--- src/rtl/fsdc_pkg.sv ---
`timescale 1ns / 1ps
// ----------------------------------------------------------------------------
// Fan speed dead-band controller package
// Shared types, register indexes, reset values and a helper function.
// ----------------------------------------------------------------------------
package fsdc_pkg;

    // Widths fixed by the register map and the fan interface
    localparam int FAN_W    = 6;
    localparam int TARGET_W = 7;
    localparam int BAND_W   = 10;
    localparam int LIMIT_W  = 7;
    localparam int CFG_W    = 10;
    localparam int CFG_IDX_W = 2;
    localparam int RUN_W    = 8;

    // Register indexes of the configuration port
    typedef enum logic [CFG_IDX_W-1:0] {
        CFG_TARGET_TEMP     = 2'd0,
        CFG_BAND_HALF_WIDTH = 2'd1,
        CFG_STALL_LIMIT     = 2'd2,
        CFG_START_SPEED     = 2'd3
    } cfg_index_t;

    // Register reset values
    localparam logic [TARGET_W-1:0] TARGET_RESET = 7'd50;
    localparam logic [BAND_W-1:0]   BAND_RESET   = 10'd192;
    localparam logic [LIMIT_W-1:0]  LIMIT_RESET  = 7'd12;
    localparam logic [FAN_W-1:0]    START_RESET  = 6'd10;

    // Configuration register set
    typedef struct packed {
        logic [TARGET_W-1:0] target_temp;
        logic [BAND_W-1:0]   band_half_width;
        logic [LIMIT_W-1:0]  stall_limit;
        logic [FAN_W-1:0]    start_speed;
    } cfg_t;

    typedef logic signed [RUN_W-1:0] run_t;
    typedef logic signed [RUN_W:0]   run_sum_t;

    localparam run_t RUN_MIN = -8'sd128;
    localparam run_t RUN_MAX = 8'sd127;

    // Saturate a widened run count back into the counter range.
    function automatic run_t sat_run(input run_sum_t v);
        run_t r;
        if (v < run_sum_t'(RUN_MIN)) begin
            r = RUN_MIN;
        end
        else if (v > run_sum_t'(RUN_MAX)) begin
            r = RUN_MAX;
        end
        else begin
            r = v[RUN_W-1:0];
        end
        return r;
    endfunction

endpackage

--- src/rtl/fan_speed_deadband_controller.sv ---
`timescale 1ns / 1ps
// ----------------------------------------------------------------------------
// Fan speed dead-band controller
// Each accepted item is held in the input register, and its result is then
// registered in the result register.
// Throughput: one item per cycle while out_ready is high; the compare-and-step
// logic between the input register and the result register is combinational.
// Reset: configuration returns to target 50, half-width 192, stall limit 12,
// start speed 10; history and run counters clear, both registers empty.
// ----------------------------------------------------------------------------
module fan_speed_deadband_controller #(
    parameter int MAX_SPEED = 50,
    parameter int TEMP_BITS = 16
) (
    input  logic                            clk,
    input  logic                            rst_n,
    // Configuration write port
    input  logic                            cfg_we,
    input  logic [fsdc_pkg::CFG_IDX_W-1:0]  cfg_index,
    input  logic [fsdc_pkg::CFG_W-1:0]      cfg_data,
    // Input channel
    input  logic                            in_valid,
    output logic                            in_ready,
    input  logic [TEMP_BITS-1:0]            cpu_temperature,
    input  logic [TEMP_BITS-1:0]            gpu_temperature,
    input  logic [fsdc_pkg::FAN_W-1:0]      reported_speed,
    // Result channel
    output logic                            out_valid,
    input  logic                            out_ready,
    output logic [fsdc_pkg::FAN_W-1:0]      fan_speed,
    output logic                            write_request,
    output logic                            hotter_sensor
);
    import fsdc_pkg::*;

    // Speed width, a common width for speed compares, and the signed working
    // width for temperatures against band edges (edges reach 127*256+1023).
    localparam int SPD_W = $clog2(MAX_SPEED + 1);
    localparam int LW    = (SPD_W > FAN_W) ? SPD_W : FAN_W;
    localparam int SW    = SPD_W + 2;
    localparam int CMP_W = ((TEMP_BITS > 17) ? TEMP_BITS : 17) + 2;

    // Configuration registers
    cfg_t cfg_reg;

    always_ff @(posedge clk or negedge rst_n)
    begin
        if (!rst_n) begin
            cfg_reg.target_temp     <= TARGET_RESET;
            cfg_reg.band_half_width <= BAND_RESET;
            cfg_reg.stall_limit     <= LIMIT_RESET;
            cfg_reg.start_speed     <= START_RESET;
        end
        else if (cfg_we) begin
            case (cfg_index_t'(cfg_index))
                CFG_TARGET_TEMP:     cfg_reg.target_temp     <= cfg_data[TARGET_W-1:0];
                CFG_BAND_HALF_WIDTH: cfg_reg.band_half_width <= cfg_data[BAND_W-1:0];
                CFG_STALL_LIMIT:     cfg_reg.stall_limit     <= cfg_data[LIMIT_W-1:0];
                CFG_START_SPEED:     cfg_reg.start_speed     <= cfg_data[FAN_W-1:0];
                default: ;
            endcase
        end
    end

    // Handshake between the input register and the result register
    logic in_valid_reg;
    logic out_valid_reg;
    logic out_can_take;
    logic in_fire;
    logic advance;

    assign out_can_take = !out_valid_reg || out_ready;
    assign in_ready     = !in_valid_reg || out_can_take;
    assign in_fire      = in_valid && in_ready;
    assign advance      = in_valid_reg && out_can_take;

    // Input register
    logic [TEMP_BITS-1:0] cpu_reg;
    logic [TEMP_BITS-1:0] gpu_reg;
    logic [FAN_W-1:0]     readback_reg;

    always_ff @(posedge clk)
    begin
        if (in_fire) begin
            cpu_reg      <= cpu_temperature;
            gpu_reg      <= gpu_temperature;
            readback_reg <= reported_speed;
        end
    end

    // Controller state
    logic [TEMP_BITS-1:0] prev_cpu_reg;
    logic [TEMP_BITS-1:0] prev_gpu_reg;
    logic                 have_prev_reg;
    logic [SPD_W-1:0]     speed_reg;
    run_t                 hot_run_reg;
    run_t                 cold_run_reg;

    logic [SPD_W-1:0]     speed_next;
    run_t                 hot_run_next;
    run_t                 cold_run_next;
    logic                 write_next;
    logic                 use_gpu;

    // Sensor selection, band position and trend
    logic [TEMP_BITS-1:0]     t_sel;
    logic [TEMP_BITS-1:0]     t_old;
    logic signed [CMP_W-1:0]  t_ext;
    logic signed [CMP_W-1:0]  centre;
    logic signed [CMP_W-1:0]  floor_edge;
    logic signed [CMP_W-1:0]  ceil_edge;
    logic                     rising;
    logic                     falling;
    logic                     in_band;
    logic                     below_band;

    assign use_gpu    = gpu_reg > cpu_reg;
    assign t_sel      = use_gpu ? gpu_reg : cpu_reg;
    assign t_old      = use_gpu ? prev_gpu_reg : prev_cpu_reg;
    assign t_ext      = signed'(CMP_W'(t_sel));
    assign centre     = signed'(CMP_W'({cfg_reg.target_temp, 8'h00}));
    assign floor_edge = centre - signed'(CMP_W'(cfg_reg.band_half_width));
    assign ceil_edge  = centre + signed'(CMP_W'(cfg_reg.band_half_width));
    assign rising     = t_sel > t_old;
    assign falling    = t_sel < t_old;
    assign in_band    = (t_ext >= floor_edge) && (t_ext <= ceil_edge);
    assign below_band = t_ext < floor_edge;

    // Start speed saturated at the top speed
    logic [LW-1:0]    start_lw;
    logic [SPD_W-1:0] start_load;

    assign start_lw   = LW'(cfg_reg.start_speed);
    assign start_load = (start_lw > LW'(MAX_SPEED)) ? SPD_W'(MAX_SPEED)
                                                    : SPD_W'(start_lw);

    // Step decision, run counters and clamping
    logic signed [SW-1:0] s_work;
    run_t                 cold_upd;
    run_t                 hot_upd;
    run_t                 limit_run;

    assign limit_run = signed'(RUN_W'(cfg_reg.stall_limit));

    always_comb
    begin
        s_work        = signed'(SW'(speed_reg));
        hot_run_next  = hot_run_reg;
        cold_run_next = cold_run_reg;
        cold_upd      = cold_run_reg;
        hot_upd       = hot_run_reg;
        speed_next    = speed_reg;
        write_next    = 1'b0;

        if (!have_prev_reg) begin
            speed_next = start_load;
        end
        else begin
            if (in_band) begin
                hot_run_next  = '0;
                cold_run_next = '0;
                if (rising) begin
                    s_work = s_work + SW'(1);
                end
                else if (falling) begin
                    s_work = s_work - SW'(1);
                end
            end
            else if (below_band) begin
                if (!rising && !falling) begin
                    cold_upd = sat_run(run_sum_t'(cold_run_reg) + run_sum_t'(1));
                end
                else if (rising) begin
                    cold_upd = sat_run(run_sum_t'(cold_run_reg) - run_sum_t'(1));
                end
                cold_run_next = cold_upd;
                if (falling || (cold_upd == limit_run)) begin
                    s_work        = s_work - SW'(1);
                    cold_run_next = '0;
                end
            end
            else begin
                if (!rising && !falling) begin
                    hot_upd = sat_run(run_sum_t'(hot_run_reg) + run_sum_t'(1));
                end
                else if (falling) begin
                    hot_upd = sat_run(run_sum_t'(hot_run_reg) - run_sum_t'(1));
                end
                hot_run_next = hot_upd;
                if (rising || (hot_upd == limit_run)) begin
                    s_work       = s_work + SW'(1);
                    hot_run_next = '0;
                end
            end

            if (s_work < signed'(SW'(1))) begin
                speed_next = SPD_W'(1);
            end
            else if (s_work > signed'(SW'(MAX_SPEED))) begin
                speed_next = SPD_W'(MAX_SPEED);
            end
            else begin
                speed_next = s_work[SPD_W-1:0];
            end
            write_next = LW'(speed_next) != LW'(readback_reg);
        end
    end

    // State update as each item leaves the input register
    always_ff @(posedge clk or negedge rst_n)
    begin
        if (!rst_n) begin
            prev_cpu_reg  <= '0;
            prev_gpu_reg  <= '0;
            have_prev_reg <= 1'b0;
            speed_reg     <= '0;
            hot_run_reg   <= '0;
            cold_run_reg  <= '0;
        end
        else if (advance) begin
            prev_cpu_reg  <= cpu_reg;
            prev_gpu_reg  <= gpu_reg;
            have_prev_reg <= 1'b1;
            speed_reg     <= speed_next;
            hot_run_reg   <= hot_run_next;
            cold_run_reg  <= cold_run_next;
        end
    end

    // Valid flags of the two stages
    always_ff @(posedge clk or negedge rst_n)
    begin
        if (!rst_n) begin
            in_valid_reg  <= 1'b0;
            out_valid_reg <= 1'b0;
        end
        else begin
            if (in_fire) begin
                in_valid_reg <= 1'b1;
            end
            else if (advance) begin
                in_valid_reg <= 1'b0;
            end

            if (advance) begin
                out_valid_reg <= 1'b1;
            end
            else if (out_ready) begin
                out_valid_reg <= 1'b0;
            end
        end
    end

    // Result register
    logic [FAN_W-1:0] out_speed_reg;
    logic             out_write_reg;
    logic             out_hot_reg;

    always_ff @(posedge clk)
    begin
        if (advance) begin
            out_speed_reg <= FAN_W'(LW'(speed_next));
            out_write_reg <= write_next;
            out_hot_reg   <= use_gpu;
        end
    end

    assign out_valid     = out_valid_reg;
    assign fan_speed     = out_speed_reg;
    assign write_request = out_write_reg;
    assign hotter_sensor = out_hot_reg;

    // The first item after reset never asks for a write.
    assert property (@(posedge clk) disable iff (!rst_n)
        (advance && !have_prev_reg) |=> !out_write_reg)
        else $error("write requested on the first item");

    // After the first item the speed is always clamped to 1..MAX_SPEED.
    assert property (@(posedge clk) disable iff (!rst_n)
        (advance && have_prev_reg) |=>
            (speed_reg >= SPD_W'(1)) && (LW'(speed_reg) <= LW'(MAX_SPEED)))
        else $error("speed outside its clamp range");

    // A held item stays in the input register while the result waits.
    assert property (@(posedge clk) disable iff (!rst_n)
        (in_valid_reg && !out_can_take) |=> (in_valid_reg && $stable(cpu_reg)))
        else $error("input register lost an item while stalled");

    // History is marked present once an item has passed.
    assert property (@(posedge clk) disable iff (!rst_n)
        advance |=> (have_prev_reg && out_valid_reg))
        else $error("item passed without history or result");

endmodule
--- config.mk ---
export PLATFORM = sky130hd
export DESIGN_NAME = fan_speed_deadband_controller
export DESIGN_NICKNAME = d
export VERILOG_FILES = /design/src/rtl/fsdc_pkg.sv /design/src/rtl/fan_speed_deadband_controller.sv
export SDC_FILE = /design/constraint.sdc
export NUM_CORES = 1
export LEC_CHECK = 0
export ABC_AREA = 1
export BUFFER_PORTS_ARGS = -buffer_cell sky130_fd_sc_hd__buf_4
export CAP_MARGIN = 15
export CORE_UTILIZATION = 55
export CTS_BUF_LIST = sky130_fd_sc_hd__clkbuf_16
export CTS_CLUSTER_SIZE = 10
export DETAILED_ROUTE_END_ITERATION = 12
export PLACE_DENSITY = 0.74
export SLEW_MARGIN = 40
export SYNTH_ARGS = -nofsm -noshare
export SYNTH_HDL_FRONTEND = slang
export SYNTH_SLANG_ARGS = --single-unit
--- constraint.sdc ---
create_clock -name clk -period 5.7 [get_ports clk]
set_input_delay 0.855 -clock clk [delete_from_list [all_inputs] [get_ports clk]]
set_output_delay 0.855 -clock clk [all_outputs]
set_load 0.05 [all_outputs]
* Word level (Yosys, flattened, before mapping) *
Cells that the tools add are included.

cells by class
  $add $sub $neg = 8
  order comparisons = 17
  equal/unequal tests = 7
  mux-type cells = 42
  reductions and logical operators = 22

operator list
  operator               count
  $mux W8                30
  $gt A9 B8 Y1 const B   4
  $lt A9 B8 Y1 const B   4
  $gt A16 B16 Y1         2
  $mux W16               2
  $mux W6                5
  $add A8 B2 Y9 const B  2
  $sub A8 B2 Y9 const B  2
  $ge A17 B16 Y1         1
  $lt A17 B16 Y1         1
  $add A15 B10 Y16       1
  $eq A8 B8 Y1           2
  $le A16 B16 Y1         1
  $lt A16 B16 Y1         1
  $sub A15 B10 Y16       1
  $gt A8 B7 Y1 const B   1
  $lt A8 B2 Y1 const B   1
  $reduce_and A2 Y1      4
  $add A6 B1 Y7 const B  1
  $mux W7                1
  $sub A6 B1 Y7 const B  1
  $gt A6 B6 Y1 const B   1
  $ne A6 B6 Y1           1
  $reduce_and A3 Y1      2
  9 further kinds        24

storage, ports and cells
  register bits after elaboration = 133
  input port bits = 55
  output and inout bits = 10
  word-level logic and storage cells = 114

* Logic depth before layout (Yosys ltp) *
  depth after elaboration = 20
  depth in mapped cells = 52

* Worst setup path after synthesis *
Ideal clock, no wire load.

  path type = register -> register
  from = reg cpu_reg[1]
  to = reg out_write_reg (netlist: write_request) (data pin)
  setup time = 250 ps
  data arrival time = 4970 ps
  setup slack = 480 ps
  cell stages (with the launch flop) = 43
  clock period less this slack = 5220 ps
  path through = edfxtp_1 -> inv_1 -> ha_1 -> inv_1 -> nor2_1 -> nor2_1 -> o21a_1 -> o221ai_1 -> nand2_1 -> o211ai_1 -> nand2_1 -> clkbuf_1 -> clkbuf_1 -> o21ai_0 -> ha_1 -> a21oi_1 -> o21ai_1 -> a21oi_2 -> [7 not listed] -> nand3_2 -> nor2_4 -> nand2_4 -> nand2_4 -> nand2_1 -> nand3_1 -> nand3_1 -> nand3_2 -> inv_2 -> a21boi_4 -> buf_6 -> nand2_1 -> nand2_1 -> nand2_1 -> nor2_1 -> nand3_1 -> nand2_1 -> inv_1

on the way
  cells in the longest elaborated chain, start to end = 20

RTL lines
  element                                                  line                                                                        source
  start: declaration                                       fan_speed_deadband_controller.sv:78                                         logic [TEMP_BITS-1:0] cpu_reg;
  start signal: assignment                                 fan_speed_deadband_controller.sv:85                                         cpu_reg <= cpu_temperature;
  $gt A16 B16 Y1                                           fan_speed_deadband_controller.sv:117                                        assign use_gpu = gpu_reg > cpu_reg;
  $mux W16, on equally long branches                       fan_speed_deadband_controller.sv:118, fan_speed_deadband_controller.sv:119
  $gt A16 B16 Y1 / $lt A16 B16 Y1 (equally long branches)  fan_speed_deadband_controller.sv:124, fan_speed_deadband_controller.sv:125
  $logic_not A1 Y1                                         fan_speed_deadband_controller.sv:170, fan_speed_deadband_controller.sv:183
  $logic_and A1 B1 Y1                                      fan_speed_deadband_controller.sv:170, fan_speed_deadband_controller.sv:183
  $mux W8, on equally long branches                        fan_speed_deadband_controller.sv:183, fan_speed_deadband_controller.sv:170
  $mux W8                                                  fan_speed_deadband_controller.sv:169                                        else if (below_band) begin
  $mux W8                                                  fan_speed_deadband_controller.sv:159                                        if (in_band) begin
  [4 not listed]                                           n/a
  $mux W8                                                  fan_speed_deadband_controller.sv:169
  $mux W8 (*)                                              fan_speed_deadband_controller.sv:159
  $mux W8 (*)                                              fan_speed_deadband_controller.sv:155                                        if (!have_prev_reg) begin
  $gt A8 B7 Y1                                             fan_speed_deadband_controller.sv:199                                        else if (s_work > signed'(SW'(MAX_SPEED))) begin
  $mux W6                                                  fan_speed_deadband_controller.sv:199
  $mux W6 (*)                                              fan_speed_deadband_controller.sv:196                                        if (s_work < signed'(SW'(1))) begin
  $mux W6 (*)                                              fan_speed_deadband_controller.sv:155
  $ne A6 B6 Y1 (*)                                         fan_speed_deadband_controller.sv:205                                        write_next = LW'(speed_next) != LW'(readback_reg);
  end signal: assignment                                   fan_speed_deadband_controller.sv:263                                        out_write_reg <= write_next;
  end: declaration                                         fan_speed_deadband_controller.sv:256                                        logic out_write_reg;

Every way passes the cells marked *; elsewhere a longest branch is shown, timed or not. The select of a mux whose other input is x is not followed.
A chain may end at the register's enable or synchronous reset.

* Worst setup path after layout *
Same ends and word-level chain as after synthesis.

==> impl_results.md <==
* Setup_tns at 0 ns
* Average wire length per cell after detail routing at 15.29 um
* CP Data Arrival Time at 5.76 ns
* Largest family of logic cells by synthesized area: simple AND/OR/NAND/NOR gates
* Crit path to: write_request$_SDFFCE_PN0P_
* Clock Sink Count at 133
* Overall overflow remaining after global route at 0
* Residual DRC at 0
* Count of hold buffers inserted by post-cts repair at 0
* Maximum fanout encountered on the critical timing path at 25
* Clock network fraction of design power at 18.3%
* Post-DP HPWL at 17990 um
* Number of flip-flops under the largest register name at 17
* Xor/xnor share of the synthesized area at 2.810%
* Die X at 134.5 um
* Number of vias in the routed layout at 8782
* Clock slew at the register clock pins of the worst setup and hold paths at 0.06 ns
* Slew at the pin closest to its max-slew limit at 0.6824 ns
* Worst setup skew after layout at 0.006860 ns
* Crit Path Category: flip-flop to flip-flop
* Placed Instances at 1550
* Clk Latency, worst-skew pair at 0.43 ns
* Share of flip-flops with an asynchronous set or reset after synthesis at 65.41%
* Count of distinct cell types in the synthesized netlist at 55
* Fin. Hold Viols at 0
* Routed WL at 24310 um
* Number of diodes added for antenna fixing at 0
* Vias per std cell at 5.523
* Proportion of power drawn by flip-flops and latches at 24.3%
* CP endpoint kind: flip-flop
* Power per cell area at 530.5 nW/um^2
* ANT nets after route at 0
* Cell repeated most along the worst path: sky130_fd_sc_hd__nand2_1
* First-pass GRT wire length at 40040 um
* Area growth from synthesis to layout at 16.55%
* Clock H-tree levels at 4
* Portion of the post-synthesis area used by sequential elements at 36.95%
* Final Max Slew Viols at 0
* Static leakage at 5.714 nW
* Max_slew headroom at 54.38%
* Synthesized-area fraction occupied by and/or/nand/nor cells at 28.61%
* Most instantiated flip-flop cell in the synthesis netlist: sky130_fd_sc_hd__dfrtp_1
* Net count after synthesis at 1404
* MaxCap Viol Count at 0
* Critical Path Source: cpu_reg[1]$_DFFE_PP_
* Root buffer cell: sky130_fd_sc_hd__clkbuf_16
* Most used cells in the layout excluding fill and tap cells: 360 x sky130_fd_sc_hd__nand2_1, 152 x sky130_fd_sc_hd__inv_1, 100 x sky130_fd_sc_hd__nand3_1
* Adder-cell share of the synthesized area at 10.44%
* Net switching power at 2.873 mW
* Effective utilization at floorplan at 56.05%
* Buffers added on ports at 64
* Pin count of the biggest net entering global routing at 70
* Final period util at 97.68%
* Proportion of synthesized area in mux cells at 1.554%
* RePlAce Congestion at 0.9235
* Non-Filler Instances at 1590
* Proportion of total power due to net switching at 48.09%
* Boundary Pins at 65
* Overall Global Routing Usage at 27.99%
* Total clock buffers created by CTS at 17
* Classification of the worst-slack hold path: input pin to async pin
* Crit path max-delay cell type: sky130_fd_sc_hd__edfxtp_1
* Worst vdd rail ir drop at 0.2752 mV
* Most frequent standard cell in the layout excluding fill and tap cells: sky130_fd_sc_hd__nand2_1
* Setup repair after global routing missed its margin: yes
* TritonCTS clock tree: built
* Crit Reg-Reg Startpoint: cpu_reg[1]$_DFFE_PP_
* Register-to-register path setup slack at 0.13 ns
* Via count of the first global-routing pass at 8262
* Net count reported at finish at 1487
* Initial antenna violation count at 0
* Clock period minus final worst setup slack at 5.568 ns
* Worst reg2reg endpoint: write_request$_SDFFCE_PN0P_
* Die H at 134.5 um
* Compound-gate portion of the synthesized area at 11.11%
* Number of synthesized register bits at 133
* Count of flip-flops with a built-in enable after synthesis at 46
* Final Power at 5.974 mW
* Core area at 17240 um^2
* Logic pwr share at 57.4%
* Syn Inst Count at 1269
* Worst Reg2Reg Path Length in Cells at 43
* Kind of launch point of the worst setup path: flip-flop
* Cell-internal power at 3.101 mW
* Initial drt markers at 604
* Maximum number of buffers from clock root to sink at 2
* Final setup fails at 0
* Critical path data required time at 5.89 ns
* Mean Syn Cell Area at 7.614 um^2
* Maximum frequency from static timing analysis at 179.6 MHz
* Filler cell count at 1479
* Layout cell share with drive strength beyond 1 at 16.34%
* Syn Std Cell Area at 9662 um^2
* DR pass1 iterations at 5
* Delay of the slowest critical-path stage at 0.39 ns
* Number of placement rows at 48
* Result of the run: complete, no violations
* Number of synthesis warnings at 0
* Area of the die at 18100 um^2
==> power groups by stage <==
stage	Clock, mW	Sequential, mW	Combinational, mW
after floorplan	0	1.43	2.43
after global placement	0	1.46	3.11
after detailed placement	0	1.46	3.14
after CTS	1.10	1.45	3.18
after global routing	1.14	1.48	3.84
final	1.09	1.45	3.43
==> timing repair <==
action | CTS | global route
gates resized for setup | 3 | 48
cloned | 0 | 2
pin swaps | 0 | 12
buffers inserted | 0 | 6
hold endpoints to repair | 0 | 0
setup endpoints to repair | 1 | 13
==> stage by stage <==
stage	utilization (%)	hold slack, ns	setup slack, ns	area, um^2
detailed placement	60.71	0.4721	-0.01700	10460
floorplan	-	0.4523	0.4799	9662
finish	65.33	0.3365	0.1322	11260
global route	65.33	0.3597	-0.1990	11260
global placement	60.71	0.4644	-0.007599	10460
CTS	64.08	0.3412	0.009841	11040
==> cell usage after synthesis, types with 5 or more instances <==
library cell / count / area [um^2]
sky130_fd_sc_hd__o22ai_1: 17 / 106.4
sky130_fd_sc_hd__ha_1: 79 / 988.5
sky130_fd_sc_hd__o21ai_0: 91 / 455.4
sky130_fd_sc_hd__nand2_1: 365 / 1370
sky130_fd_sc_hd__nand3_1: 106 / 530.5
sky130_fd_sc_hd__buf_4: 5 / 37.54
sky130_fd_sc_hd__nor2_1: 60 / 225.2
sky130_fd_sc_hd__clkbuf_1: 22 / 82.58
sky130_fd_sc_hd__xor2_1: 29 / 254.0
sky130_fd_sc_hd__a21oi_1: 37 / 185.2
sky130_fd_sc_hd__inv_2: 11 / 41.29
sky130_fd_sc_hd__o21ai_1: 15 / 75.07
sky130_fd_sc_hd__nand4_1: 27 / 168.9
sky130_fd_sc_hd__nand2_4: 5 / 56.30
sky130_fd_sc_hd__mux2i_1: 15 / 150.1
sky130_fd_sc_hd__inv_1: 152 / 570.6
sky130_fd_sc_hd__nor2_2: 13 / 81.33
sky130_fd_sc_hd__dfstp_2: 9 / 236.5
sky130_fd_sc_hd__edfxtp_1: 46 / 1381
sky130_fd_sc_hd__nor3_1: 12 / 60.06
sky130_fd_sc_hd__dfrtp_1: 78 / 1952
sky130_fd_sc_hd__nand3_2: 10 / 100.1
==> logic make-up after synthesis <==
group / after synthesis
AND/OR/NAND/NOR: 617
buffers and inverters: 203
AO/OA/AOI/OAI: 190
flip-flops: 133
adder cells (fa/ha/maj): 80
XOR/XNOR: 31
multiplexers: 15
==> routing by layer <==
| metal | wire length [um] | vias to the layer above | global-route usage, % |
|---|---|---|---|
| met5 | 0 | - | 0 |
| met4 | 542 | 0 | 9.426 |
| met3 | 1149 | 50 | 4.204 |
| met2 | 12230 | 275 | 49.02 |
| met1 | 10390 | 4079 | 35.33 |
| li1 | - | 4378 | - |
==> worst min path at each step <==
stage	from	endpoint	slack, ns	cells after the start
floorplan	prev_gpu_reg[10]$_DFFE_PN0P_	prev_gpu_reg[10]$_DFFE_PN0P_	0.45	2
detailed placement	prev_gpu_reg[15]$_DFFE_PN0P_	prev_gpu_reg[15]$_DFFE_PN0P_	0.47	2
CTS	rst_n	prev_gpu_reg[6]$_DFFE_PN0P_	0.34	1
finish	rst_n	prev_gpu_reg[6]$_DFFE_PN0P_	0.34	1
global route	rst_n	prev_gpu_reg[6]$_DFFE_PN0P_	0.36	1
global placement	prev_gpu_reg[13]$_DFFE_PN0P_	prev_gpu_reg[13]$_DFFE_PN0P_	0.46	2
==> critical path, delay by kind of cell, from the launching register on <==
family	cells	cell delay (ns)
and+or+nand+nor	26	2.34
adders and majority gates	2	0.64
AOI/OAI and AO/OA	8	1.28
buffers and inverters	7	0.69
DFF	1	0.39
==> layout make-up <==
cell class / instances / area [um^2] / share of cell area (%)
clock buffer: 17 / 425.4 / 3.778
sequential: 133 / 3570 / 31.70
tap: 225 / 281.5 / 2.500
timing repair buffer: 99 / 778.2 / 6.911
multi-input combinational: 935 / 5411 / 48.06
inverter: 166 / 639.4 / 5.678
clock inverter: 15 / 155.1 / 1.378
No activity file was read; power rests on OpenSTA's default activity.
